**config.mk**
```make
export PLATFORM = sky130hd
export DESIGN_NAME = terminal_escape_sequence_parser_unit
export DESIGN_NICKNAME = d
export VERILOG_FILES = /design/src/rtl/tesp_pkg.sv /design/src/rtl/tesp_ctrl.sv /design/src/rtl/tesp_params.sv /design/src/rtl/terminal_escape_sequence_parser_unit.sv
export SDC_FILE = /design/constraint.sdc
export NUM_CORES = 1
export LEC_CHECK = 0
export BUFFER_PORTS_ARGS = -buffer_cell sky130_fd_sc_hd__buf_4
export CORE_MARGIN = 8
export CORE_UTILIZATION = 59
export DETAILED_ROUTE_END_ITERATION = 16
export PLACE_DENSITY_LB_ADDON = 0.25
export SLEW_MARGIN = 20
export SYNTH_ARGS = -nofsm -noshare
export SYNTH_HDL_FRONTEND = slang
export SYNTH_SLANG_ARGS = --single-unit
```
**constraint.sdc**
```tcl
create_clock -name aclk -period 13.9 [get_ports aclk]
set_input_delay 2.78 -clock aclk [delete_from_list [all_inputs] [get_ports aclk]]
set_output_delay 2.78 -clock aclk [all_outputs]
set_load 0.01 [all_outputs]
```
**src/rtl/tesp_pkg.sv**
```systemverilog
`default_nettype none

package tesp_pkg;

    // Parameter collection
    localparam int MAX_PARAMS = 4;
    localparam int OUT_SLOTS  = 4;
    localparam int PARAM_W    = 16;
    localparam int FILL_W     = 3;
    localparam int BYTE_W     = 8;
    localparam int ACTION_W   = 6;
    localparam int TDATA_W    = 88;

    // C0 control bytes and other fixed codes
    localparam logic [BYTE_W-1:0] C_ETX     = 8'h03;
    localparam logic [BYTE_W-1:0] C_ENQ     = 8'h05;
    localparam logic [BYTE_W-1:0] C_BEL     = 8'h07;
    localparam logic [BYTE_W-1:0] C_BS      = 8'h08;
    localparam logic [BYTE_W-1:0] C_HT      = 8'h09;
    localparam logic [BYTE_W-1:0] C_LF      = 8'h0A;
    localparam logic [BYTE_W-1:0] C_VT      = 8'h0B;
    localparam logic [BYTE_W-1:0] C_FF      = 8'h0C;
    localparam logic [BYTE_W-1:0] C_CR      = 8'h0D;
    localparam logic [BYTE_W-1:0] C_SO      = 8'h0E;
    localparam logic [BYTE_W-1:0] C_SI      = 8'h0F;
    localparam logic [BYTE_W-1:0] C_XON     = 8'h11;
    localparam logic [BYTE_W-1:0] C_XOFF    = 8'h13;
    localparam logic [BYTE_W-1:0] C_CAN     = 8'h18;
    localparam logic [BYTE_W-1:0] C_SUB     = 8'h1A;
    localparam logic [BYTE_W-1:0] C_ESC     = 8'h1B;
    localparam logic [BYTE_W-1:0] C_SPACE   = 8'h20;
    localparam logic [BYTE_W-1:0] C_DEL     = 8'h7F;
    localparam logic [BYTE_W-1:0] CHAR_ERR  = 8'd176;

    // Charset designator codes
    localparam logic [BYTE_W-1:0] CS_UK         = 8'd0;
    localparam logic [BYTE_W-1:0] CS_ASCII      = 8'd1;
    localparam logic [BYTE_W-1:0] CS_GRAPHICS   = 8'd2;
    localparam logic [BYTE_W-1:0] CS_ALTROM     = 8'd3;
    localparam logic [BYTE_W-1:0] CS_ALTROM_GFX = 8'd4;

    typedef enum logic [3:0] {
        ST_IDLE,
        ST_ESC,
        ST_CSI,
        ST_PRIV,
        ST_HASH,
        ST_G0,
        ST_G1,
        ST_ESCO,
        ST_CDA
    } parse_state_t;

    typedef enum logic [ACTION_W-1:0] {
        ACT_PRINT, ACT_ACK, ACT_ANSWERBACK, ACT_BELL, ACT_HT, ACT_BS, ACT_LF, ACT_CR,
        ACT_XON, ACT_XOFF, ACT_SI, ACT_SO, ACT_DECSC, ACT_DECRC, ACT_RIS, ACT_IND,
        ACT_NEL, ACT_HTS, ACT_RI, ACT_DECID, ACT_DECKPAM, ACT_DECKPNM, ACT_CUU,
        ACT_CUD, ACT_CUF, ACT_CUB, ACT_CUP, ACT_ANSI_MODE, ACT_GFX_ENTER,
        ACT_GFX_EXIT, ACT_ED, ACT_EL, ACT_VT52_IDENT, ACT_DECLL, ACT_DECSTBM,
        ACT_DECTST, ACT_SGR, ACT_DSR, ACT_DECREPTPARM, ACT_TBC, ACT_SM, ACT_RM,
        ACT_DEC_SM, ACT_DEC_RM, ACT_DHL_TOP, ACT_DHL_BOT, ACT_DECSWL, ACT_DECDWL,
        ACT_DECALN, ACT_G0_SET, ACT_G1_SET
    } action_t;

    typedef enum logic [1:0] {
        POP_NONE,
        POP_CLEAR,
        POP_ADD,
        POP_STORE
    } param_op_t;

    typedef struct packed {
        param_op_t          op;
        logic               emit;
        logic               with_params;
        action_t            action;
        logic [BYTE_W-1:0]  char_value;
    } ctrl_out_t;

endpackage

`default_nettype wire

```
**src/rtl/tesp_ctrl.sv**
```systemverilog
`default_nettype none

module tesp_ctrl import tesp_pkg::*; (
    input  wire logic              aclk,
    input  wire logic              aresetn,
    input  wire logic              accept,
    input  wire logic [BYTE_W-1:0] rx_byte,
    input  wire logic              ansi_mode,
    input  wire logic [FILL_W-1:0] param_fill,
    output ctrl_out_t              ctrl_out
);

    parse_state_t      state_reg;
    parse_state_t      state_next;
    logic [FILL_W-1:0] cda_fill;

    // Hold the parse state between transactions
    always_ff @(posedge aclk) begin
        if (!aresetn) begin
            state_reg <= ST_IDLE;
        end else if (accept) begin
            state_reg <= state_next;
        end
    end

    // Fill count after a direct-cursor-address byte is stored
    assign cda_fill = (param_fill < FILL_W'(MAX_PARAMS)) ? param_fill + 1'b1 : param_fill;

    // Decode one byte against the current state
    always_comb begin
        state_next           = state_reg;
        ctrl_out.op          = POP_NONE;
        ctrl_out.emit        = 1'b0;
        ctrl_out.with_params = 1'b0;
        ctrl_out.action      = ACT_PRINT;
        ctrl_out.char_value  = '0;

        if (rx_byte < C_SPACE) begin
            // Controls act at once and keep the sequence, save ESC (restart) and CAN/SUB (abort)
            ctrl_out.emit = 1'b1;
            case (rx_byte)
                C_ESC: begin
                    ctrl_out.emit = 1'b0;
                    ctrl_out.op   = POP_CLEAR;
                    state_next    = ST_ESC;
                end
                C_ETX:                ctrl_out.action = ACT_ACK;
                C_ENQ:                ctrl_out.action = ACT_ANSWERBACK;
                C_BEL:                ctrl_out.action = ACT_BELL;
                C_HT:                 ctrl_out.action = ACT_HT;
                C_BS:                 ctrl_out.action = ACT_BS;
                C_LF, C_VT, C_FF:     ctrl_out.action = ACT_LF;
                C_CR:                 ctrl_out.action = ACT_CR;
                C_XON:                ctrl_out.action = ACT_XON;
                C_XOFF:               ctrl_out.action = ACT_XOFF;
                C_SI:                 ctrl_out.action = ACT_SI;
                C_SO:                 ctrl_out.action = ACT_SO;
                C_CAN, C_SUB: begin
                    // Abort the sequence and print the error glyph
                    state_next          = ST_IDLE;
                    ctrl_out.action     = ACT_PRINT;
                    ctrl_out.char_value = CHAR_ERR;
                end
                default:              ctrl_out.emit = 1'b0;
            endcase
        end else if (rx_byte != C_DEL) begin
            case (state_reg)
                ST_IDLE: begin
                    ctrl_out.emit       = 1'b1;
                    ctrl_out.char_value = rx_byte;
                end
                ST_ESC: begin
                    state_next           = ST_IDLE;
                    ctrl_out.emit        = 1'b1;
                    ctrl_out.with_params = 1'b1;
                    if (ansi_mode) begin
                        case (rx_byte)
                            "[": begin state_next = ST_CSI;  ctrl_out.emit = 1'b0; end
                            "#": begin state_next = ST_HASH; ctrl_out.emit = 1'b0; end
                            "(": begin state_next = ST_G0;   ctrl_out.emit = 1'b0; end
                            ")": begin state_next = ST_G1;   ctrl_out.emit = 1'b0; end
                            "O": begin state_next = ST_ESCO; ctrl_out.emit = 1'b0; end
                            "7":     ctrl_out.action = ACT_DECSC;
                            "8":     ctrl_out.action = ACT_DECRC;
                            "c":     ctrl_out.action = ACT_RIS;
                            "D":     ctrl_out.action = ACT_IND;
                            "E":     ctrl_out.action = ACT_NEL;
                            "H":     ctrl_out.action = ACT_HTS;
                            "M":     ctrl_out.action = ACT_RI;
                            "Z":     ctrl_out.action = ACT_DECID;
                            "=":     ctrl_out.action = ACT_DECKPAM;
                            ">":     ctrl_out.action = ACT_DECKPNM;
                            default: ctrl_out.emit   = 1'b0;
                        endcase
                    end else begin
                        case (rx_byte)
                            "Y": begin state_next = ST_CDA; ctrl_out.emit = 1'b0; end
                            "=":     ctrl_out.action = ACT_DECKPAM;
                            ">":     ctrl_out.action = ACT_DECKPNM;
                            "<":     ctrl_out.action = ACT_ANSI_MODE;
                            "A":     ctrl_out.action = ACT_CUU;
                            "B":     ctrl_out.action = ACT_CUD;
                            "C":     ctrl_out.action = ACT_CUF;
                            "D":     ctrl_out.action = ACT_CUB;
                            "F":     ctrl_out.action = ACT_GFX_ENTER;
                            "G":     ctrl_out.action = ACT_GFX_EXIT;
                            "H":     ctrl_out.action = ACT_CUP;
                            "I":     ctrl_out.action = ACT_RI;
                            "J":     ctrl_out.action = ACT_ED;
                            "K":     ctrl_out.action = ACT_EL;
                            "Z":     ctrl_out.action = ACT_VT52_IDENT;
                            default: ctrl_out.emit   = 1'b0;
                        endcase
                    end
                end
                ST_CSI: begin
                    state_next           = ST_IDLE;
                    ctrl_out.emit        = 1'b1;
                    ctrl_out.with_params = 1'b1;
                    case (rx_byte)
                        "?": begin state_next = ST_PRIV; ctrl_out.emit = 1'b0; end
                        "A":      ctrl_out.action = ACT_CUU;
                        "B":      ctrl_out.action = ACT_CUD;
                        "C":      ctrl_out.action = ACT_CUF;
                        "D":      ctrl_out.action = ACT_CUB;
                        "H", "f": ctrl_out.action = ACT_CUP;
                        "c":      ctrl_out.action = ACT_DECID;
                        "q":      ctrl_out.action = ACT_DECLL;
                        "r":      ctrl_out.action = ACT_DECSTBM;
                        "y":      ctrl_out.action = ACT_DECTST;
                        "J":      ctrl_out.action = ACT_ED;
                        "K":      ctrl_out.action = ACT_EL;
                        "m":      ctrl_out.action = ACT_SGR;
                        "n":      ctrl_out.action = ACT_DSR;
                        "x":      ctrl_out.action = ACT_DECREPTPARM;
                        "g":      ctrl_out.action = ACT_TBC;
                        "h":      ctrl_out.action = ACT_SM;
                        "l":      ctrl_out.action = ACT_RM;
                        default: begin
                            // Collect parameter bytes, stay in the sequence
                            state_next    = ST_CSI;
                            ctrl_out.emit = 1'b0;
                            ctrl_out.op   = POP_ADD;
                        end
                    endcase
                end
                ST_PRIV: begin
                    if (rx_byte == "h" || rx_byte == "l") begin
                        state_next           = ST_IDLE;
                        ctrl_out.emit        = 1'b1;
                        ctrl_out.with_params = 1'b1;
                        ctrl_out.action      = (rx_byte == "h") ? ACT_DEC_SM : ACT_DEC_RM;
                    end else begin
                        ctrl_out.op = POP_ADD;
                    end
                end
                ST_HASH: begin
                    state_next           = ST_IDLE;
                    ctrl_out.emit        = 1'b1;
                    ctrl_out.with_params = 1'b1;
                    case (rx_byte)
                        "3":     ctrl_out.action = ACT_DHL_TOP;
                        "4":     ctrl_out.action = ACT_DHL_BOT;
                        "5":     ctrl_out.action = ACT_DECSWL;
                        "6":     ctrl_out.action = ACT_DECDWL;
                        "8":     ctrl_out.action = ACT_DECALN;
                        default: ctrl_out.emit   = 1'b0;
                    endcase
                end
                ST_G0, ST_G1: begin
                    state_next           = ST_IDLE;
                    ctrl_out.emit        = 1'b1;
                    ctrl_out.with_params = 1'b1;
                    ctrl_out.action      = (state_reg == ST_G0) ? ACT_G0_SET : ACT_G1_SET;
                    case (rx_byte)
                        "A":     ctrl_out.char_value = CS_UK;
                        "B":     ctrl_out.char_value = CS_ASCII;
                        "0":     ctrl_out.char_value = CS_GRAPHICS;
                        "1":     ctrl_out.char_value = CS_ALTROM;
                        "2":     ctrl_out.char_value = CS_ALTROM_GFX;
                        default: ctrl_out.emit       = 1'b0;
                    endcase
                end
                ST_ESCO: begin
                    state_next           = ST_IDLE;
                    ctrl_out.emit        = 1'b1;
                    ctrl_out.with_params = 1'b1;
                    case (rx_byte)
                        "A":     ctrl_out.action = ACT_CUU;
                        "B":     ctrl_out.action = ACT_CUD;
                        "C":     ctrl_out.action = ACT_CUF;
                        "D":     ctrl_out.action = ACT_CUB;
                        default: ctrl_out.char_value = rx_byte;
                    endcase
                end
                ST_CDA: begin
                    // Store row or column, report the cursor move after two
                    ctrl_out.op = POP_STORE;
                    if (cda_fill >= FILL_W'(2)) begin
                        state_next           = ST_IDLE;
                        ctrl_out.emit        = 1'b1;
                        ctrl_out.with_params = 1'b1;
                        ctrl_out.action      = ACT_CUP;
                    end
                end
                default: state_next = ST_IDLE;
            endcase
        end
    end

endmodule

`default_nettype wire

```
**src/rtl/tesp_params.sv**
```systemverilog
`default_nettype none

module tesp_params import tesp_pkg::*; (
    input  wire logic                             aclk,
    input  wire logic                             aresetn,
    input  wire logic                             accept,
    input  wire param_op_t                        op,
    input  wire logic [BYTE_W-1:0]                rx_byte,
    output logic [FILL_W-1:0]                     fill_reg,
    output logic [FILL_W-1:0]                     fill_view,
    output logic [MAX_PARAMS-1:0][PARAM_W-1:0]    param_view
);

    logic [MAX_PARAMS-1:0][PARAM_W-1:0] slots_reg;
    logic [MAX_PARAMS-1:0][PARAM_W-1:0] slots_next;
    logic [FILL_W-1:0]                  fill_next;
    logic [FILL_W-1:0]                  eff_fill;
    logic                               is_digit;
    logic                               has_room;

    // Multiply by ten, add a digit, saturate at full scale
    function automatic logic [PARAM_W-1:0] mac10(input logic [PARAM_W-1:0] base,
                                                 input logic [3:0] digit);
        logic [PARAM_W+3:0] sum;
        sum = {base, 3'b000} + {2'b00, base, 1'b0} + {{PARAM_W{1'b0}}, digit};
        return (sum > {4'h0, {PARAM_W{1'b1}}}) ? {PARAM_W{1'b1}} : sum[PARAM_W-1:0];
    endfunction

    assign is_digit = (rx_byte >= "0") && (rx_byte <= "9");
    assign has_room = fill_reg < FILL_W'(MAX_PARAMS);
    assign eff_fill = (fill_reg == '0) ? FILL_W'(1) : fill_reg;

    // Apply the parameter operation for this transaction
    always_comb begin
        fill_next  = fill_reg;
        slots_next = slots_reg;
        if (accept) begin
            case (op)
                POP_CLEAR: begin
                    fill_next  = '0;
                    slots_next = '0;
                end
                POP_ADD: begin
                    if (rx_byte == ";") begin
                        // A leading separator leaves the first parameter empty and opens the second
                        if (fill_reg == '0) begin
                            slots_next[0] = '0;
                            slots_next[1] = '0;
                            fill_next     = FILL_W'(2);
                        end else if (has_room) begin
                            for (int i = 0; i < MAX_PARAMS; i++) begin
                                if (fill_reg == FILL_W'(i)) slots_next[i] = '0;
                            end
                            fill_next = fill_reg + 1'b1;
                        end
                    end else if (is_digit) begin
                        for (int i = 0; i < MAX_PARAMS; i++) begin
                            if (eff_fill == FILL_W'(i + 1)) begin
                                slots_next[i] = mac10((fill_reg == '0) ? '0 : slots_reg[i],
                                                      rx_byte[3:0]);
                            end
                        end
                        fill_next = eff_fill;
                    end
                end
                POP_STORE: begin
                    if (has_room) begin
                        for (int i = 0; i < MAX_PARAMS; i++) begin
                            if (fill_reg == FILL_W'(i)) begin
                                slots_next[i] = PARAM_W'(rx_byte - C_SPACE + 8'd1);
                            end
                        end
                        fill_next = fill_reg + 1'b1;
                    end
                end
                default: ;
            endcase
        end
    end

    // Hold the collected parameters
    always_ff @(posedge aclk) begin
        if (!aresetn) begin
            fill_reg  <= '0;
            slots_reg <= '0;
        end else begin
            fill_reg  <= fill_next;
            slots_reg <= slots_next;
        end
    end

    // Present updated parameters, zero beyond the fill count
    always_comb begin
        fill_view = fill_next;
        for (int i = 0; i < MAX_PARAMS; i++) begin
            param_view[i] = (FILL_W'(i) < fill_next) ? slots_next[i] : '0;
        end
    end

    a_fill_bound: assert property (@(posedge aclk) disable iff (!aresetn)
        fill_reg <= FILL_W'(MAX_PARAMS))
        else $error("parameter fill count exceeds slot count");

    a_clear_fill: assert property (@(posedge aclk) disable iff (!aresetn)
        (accept && op == POP_CLEAR) |=> (fill_reg == '0 && slots_reg == '0))
        else $error("escape did not clear parameters");

    a_fill_step: assert property (@(posedge aclk) disable iff (!aresetn)
        (accept && op == POP_STORE) |=> (fill_reg >= $past(fill_reg)))
        else $error("cursor address store lowered the fill count");

endmodule

`default_nettype wire

```
**src/rtl/terminal_escape_sequence_parser_unit.sv**
```systemverilog
`default_nettype none

// A result is registered on m_tdata in the cycle after its byte is accepted.
// Throughput: one byte per cycle while m_tvalid is low or m_tready is high; the
// decode stage feeds a single output register, reloaded in the cycle it empties.
// Bytes that cause no action (ESC, DEL, sequence bytes) produce no transaction.
// Reset: parser idle, parameters cleared, ansi_mode set to 1, output empty.
module terminal_escape_sequence_parser_unit import tesp_pkg::*; (
    input  wire logic               aclk,
    input  wire logic               aresetn,
    input  wire logic               cfg_wr_en,
    input  wire logic               cfg_wr_data,    // ansi_mode
    input  wire logic               s_tvalid,
    output logic                    s_tready,
    input  wire logic [BYTE_W-1:0]  s_tdata,        // rx_byte
    output logic                    m_tvalid,
    input  wire logic               m_tready,
    // action[5:0], char_value[13:6], param_count[16:14], param_first[32:17],
    // param_second[48:33], param_third[64:49], param_fourth[80:65], zero above
    output logic [TDATA_W-1:0]      m_tdata
);

    logic                                ansi_mode_reg;
    logic                                m_tvalid_reg;
    logic                                m_tvalid_next;
    logic [TDATA_W-1:0]                  m_tdata_reg;
    logic                                accept;
    ctrl_out_t                           ctrl_out;
    logic [FILL_W-1:0]                   fill_reg;
    logic [FILL_W-1:0]                   fill_view;
    logic [MAX_PARAMS-1:0][PARAM_W-1:0]  param_view;
    logic [OUT_SLOTS-1:0][PARAM_W-1:0]   param_out;
    logic [FILL_W-1:0]                   count_out;

    assign s_tready = aresetn && (!m_tvalid_reg || m_tready);
    assign accept   = s_tvalid && s_tready;
    assign m_tvalid = m_tvalid_reg;
    assign m_tdata  = m_tdata_reg;

    // Hold the decode mode
    always_ff @(posedge aclk) begin
        if (!aresetn) begin
            ansi_mode_reg <= 1'b1;
        end else if (cfg_wr_en) begin
            ansi_mode_reg <= cfg_wr_data;
        end
    end

    tesp_ctrl u_ctrl (
        .aclk       (aclk),
        .aresetn    (aresetn),
        .accept     (accept),
        .rx_byte    (s_tdata),
        .ansi_mode  (ansi_mode_reg),
        .param_fill (fill_reg),
        .ctrl_out   (ctrl_out)
    );

    tesp_params u_params (
        .aclk       (aclk),
        .aresetn    (aresetn),
        .accept     (accept),
        .op         (ctrl_out.op),
        .rx_byte    (s_tdata),
        .fill_reg   (fill_reg),
        .fill_view  (fill_view),
        .param_view (param_view)
    );

    // Map parameter slots onto the four result fields
    for (genvar g = 0; g < OUT_SLOTS; g++) begin : g_param_out
        if (g < MAX_PARAMS) begin : g_used
            assign param_out[g] = ctrl_out.with_params ? param_view[g] : '0;
        end else begin : g_unused
            assign param_out[g] = '0;
        end
    end

    assign count_out = ctrl_out.with_params ? fill_view : '0;

    // Advance the output register
    always_comb begin
        m_tvalid_next = m_tvalid_reg;
        if (accept && ctrl_out.emit) begin
            m_tvalid_next = 1'b1;
        end else if (m_tready) begin
            m_tvalid_next = 1'b0;
        end
    end

    always_ff @(posedge aclk) begin
        if (!aresetn) begin
            m_tvalid_reg <= 1'b0;
        end else begin
            m_tvalid_reg <= m_tvalid_next;
        end
    end

    always_ff @(posedge aclk) begin
        if (accept && ctrl_out.emit) begin
            m_tdata_reg <= {7'b0, param_out[3], param_out[2], param_out[1], param_out[0],
                            count_out, ctrl_out.char_value, ctrl_out.action};
        end
    end

    a_cancel_glyph: assert property (@(posedge aclk) disable iff (!aresetn)
        (accept && (s_tdata == C_CAN || s_tdata == C_SUB)) |=>
            (m_tvalid && m_tdata[5:0] == ACT_PRINT && m_tdata[13:6] == CHAR_ERR
             && m_tdata[16:14] == '0))
        else $error("cancel byte did not produce the error glyph");

    a_del_silent: assert property (@(posedge aclk) disable iff (!aresetn)
        (accept && s_tdata == C_DEL && (!m_tvalid_reg || m_tready)) |=> !m_tvalid_reg)
        else $error("DEL produced a transaction");

    a_count_bound: assert property (@(posedge aclk) disable iff (!aresetn)
        m_tvalid |-> (m_tdata[16:14] <= FILL_W'(MAX_PARAMS)))
        else $error("reported parameter count out of range");

    a_esc_silent: assert property (@(posedge aclk) disable iff (!aresetn)
        (accept && s_tdata == C_ESC && (!m_tvalid_reg || m_tready)) |=> !m_tvalid_reg)
        else $error("ESC produced a transaction");

endmodule

`default_nettype wire

```
==> qor.csv <==
metric;value;unit
numCtsBuffers;17;
r2r_slack;7390;ps
grt_max_degree;75;
ys_seq_elements;154;
largest_register_ff_count;81;
total_leakage_power;6.23;nW
pre_cts_slack;6730;ps
synth-edff-count;81;
vias;15230;
startpoint_type;input pin;
timing.fmax;145;MHz
period_share;49.5;%
die_width;174;um
avgViaCountPerCell;7.05;
regToRegStartpoint;u_params.fill_reg[0]$_SDFF_PN0_;
yosysUniqueCellTypes;108;
syn_area;14600;um2
initial_core_util;60.2;%
whs_endpoint;u_params.slots_reg[1]$_SDFF_PN0_;
cts-hold-fix-buffers;0;
antennaDiodeCount;0;
skew;14.7;ps
cts_tree;done;
core;24300;um2
grt_pass1_vias;14177;
clock-sinks;154;
finalHoldViolations;0;
max_cap_viol_count;0;
cts_max_level;4;
finalSetupViolations;0;
rr_worst_depth;17;
syn_area_per_cell;8.11;um2
ir_worst_vdd;75.3;uV
die_height;174;um
setup_tns;0;ps
dp_hpwl;35.4;mm
portBuffers;96;
worst_hold_slack;532;ps
path_clk_slew;70;ps
crit_buf_inv;2;
arrival;7050;ps
cp_top_family;compound AO/OA/AOI/OAI gates;
crit_fanout;52;
cp.required;14060;ps
hp-class;flop to flop;
ios;104;
critical-path-slowest-cell;a32oi_1;
clockRootBuffer;clkbuf_16;
async_flop_share;0;%
worstHoldStart;u_params.slots_reg[1]$_SDFF_PN0_;
synth_flop_cell;edfxtp_1;
layout_common_cells;a21oi_1 (190), nor2_1 (185), ha_1 (136), buf_4 (114), nand2_1 (111);
pwr_density_cell;66.0;nW/um2
fin_area;16000;um2
gp_congestion;1.02;
grt_use_met1;42.1;%
die-area;30100;um2
worst_path_largest_cell_delay;710;ps
clockBufferDepth;2;
placed_area;15400;um2
drtIter0Drc;2143;
reg2reg_to;m_tdata[38]$_SDFFCE_PN0P_;
clk_latency;440;ps
relSlewSlack;18.7;%
postRouteAntennaNets;0;
end_kind;flop;
nNetsFinal;1977;
placementRows;57;
ys_seq_area_share;26.6;%
critical_path_class;input pin to flop;
wl_per_cell;22.7;um
grt_overflow_total;0;
slew_violations;0;
grt_use_total;31.5;%
cp_cell_sequence;buf_4 > ha_1 > ha_1 > fa_1 > a211oi_1 > o21ai_0 > a21oi_1 > o21ai_0 > a32oi_1 > buf_2 > nand4_1 > a222oi_1 > nor2_1;
grt_busiest_layer;met2;
grt.met2_usage;48.6;%
finalCriticalPeriod;6880;ps
met3_usage;6.49;%
grt_pass1_wl;78.0;mm
cts_resized;0;
final_common_cell;a21oi_1;
rsz0062_at_grt;false;
drc_errors;0;
drive_gt1_share;10.7;%
post_cts_buffers;0;
finalWorstSetupSlack;7020;ps
antenna_found_initial;0;
status;finished clean;
synth_cells;1806;
areaGrowthSynthToFinish;9.14;%
first_pass_iters;6;
worst_pin_slew;1210;ps
ys_warn_count;0;
whs_path_depth;2;
routed_wl;49.1;mm
==> where the power goes <==
part / internal [mW] / switching (mW)
clock: 0.265 / 0.201
sequential: 0.487 / 0.00403
combinational: 0.0295 / 0.0678
==> per-layer routing <==
metal	routed length [um]	vias up
li1	-	6902
met1	19900	7135
met3	5520	172
met5	0	-
met4	2140	0
met2	21500	1021
==> worst max-delay path by stage <==
| stage | from | to | slack, ps | cells after the start |
|---|---|---|---|---|
| after floorplan | s_tdata[1] | m_tdata[0]$_DFFE_PP_ | 5320 | 12 |
| after global placement | s_tdata[2] | m_tdata[45]$_SDFFCE_PN0P_ | 6650 | 12 |
| after detailed placement | s_tdata[2] | m_tdata[39]$_SDFFCE_PN0P_ | 6730 | 13 |
| after CTS | s_tdata[2] | m_tdata[39]$_SDFFCE_PN0P_ | 7160 | 13 |
| after global routing | s_tdata[3] | m_tdata[41]$_SDFFCE_PN0P_ | 6730 | 13 |
| final | s_tdata[2] | m_tdata[38]$_SDFFCE_PN0P_ | 7020 | 13 |
==> synth_stat cells (7+ instances only) <==
cell type,number,area [um2]
a2111oi_0,11,96.3
a211o_1,8,70.1
a211oi_1,26,195
a21boi_0,7,52.6
a21o_1,32,240
a21oi_1,190,951
a221oi_1,19,166
a22oi_1,21,158
a311oi_1,10,87.6
a31o_2,7,61.3
a31oi_1,22,138
and2_1,76,475
and3_1,23,144
buf_1,8,30.0
buf_2,25,125
buf_4,9,67.6
clkbuf_1,78,293
dfxtp_1,73,1460
edfxtp_1,81,2430
ha_1,136,1700
inv_1,32,120
mux2i_1,8,80.1
nand2_1,111,417
nand2b_1,15,93.8
nand3_1,48,240
nand3b_1,7,52.6
nand4_1,22,138
nor2_1,187,702
nor2b_1,25,156
nor3_1,57,285
nor4_1,11,68.8
o211ai_1,27,203
o21a_1,12,90.1
o21ai_0,107,536
o21bai_1,12,90.1
o221ai_1,17,149
o22ai_1,9,56.3
o31ai_1,10,75.1
or2_2,9,56.3
or3_1,17,106
or4_1,9,67.6
xnor2_1,34,298
xor2_1,21,184
==> kinds of logic after synthesis <==
family,Yosys count,share of synthesized area (%)
xor+xnor,55,3.29
compound gates,629,29.1
other cells,1,0.0256
buf+inv,158,4.65
flops,154,26.6
simple gates,658,23.4
fa+ha+maj,141,12.2
mux,10,0.701
==> layout make-up <==
class,instances,area (um2)
Tap cell,324,405
Inverter,35,131
Clock buffer,22,444
Fill cell,2036,8340
Clock inverter,10,120
Sequential cell,154,3890
Timing Repair Buffer,115,861
Multi-Input combinational cell,1500,10100
==> worst reg2reg max path: cells and delay by family, from the launching register on <==
kind	cells	cell delay [ps]
buffers and inverters	3	1020
XOR/XNOR	1	170
AO/OA/AOI/OAI	6	2260
AND/OR/NAND/NOR	4	1020
adder cells (fa/ha/maj)	3	1230
flip-flops	1	550
==> per-stage QoR <==
step	power, mW	cells	utilization (%)
global placement	0.594	2127	63.4
finish	1.05	2160	65.7
global route	1.08	2160	65.7
floorplan	0.556	1812	-
CTS	1.05	2160	65.7
detailed placement	0.595	2128	63.4
(Power assumes the default switching activity.)
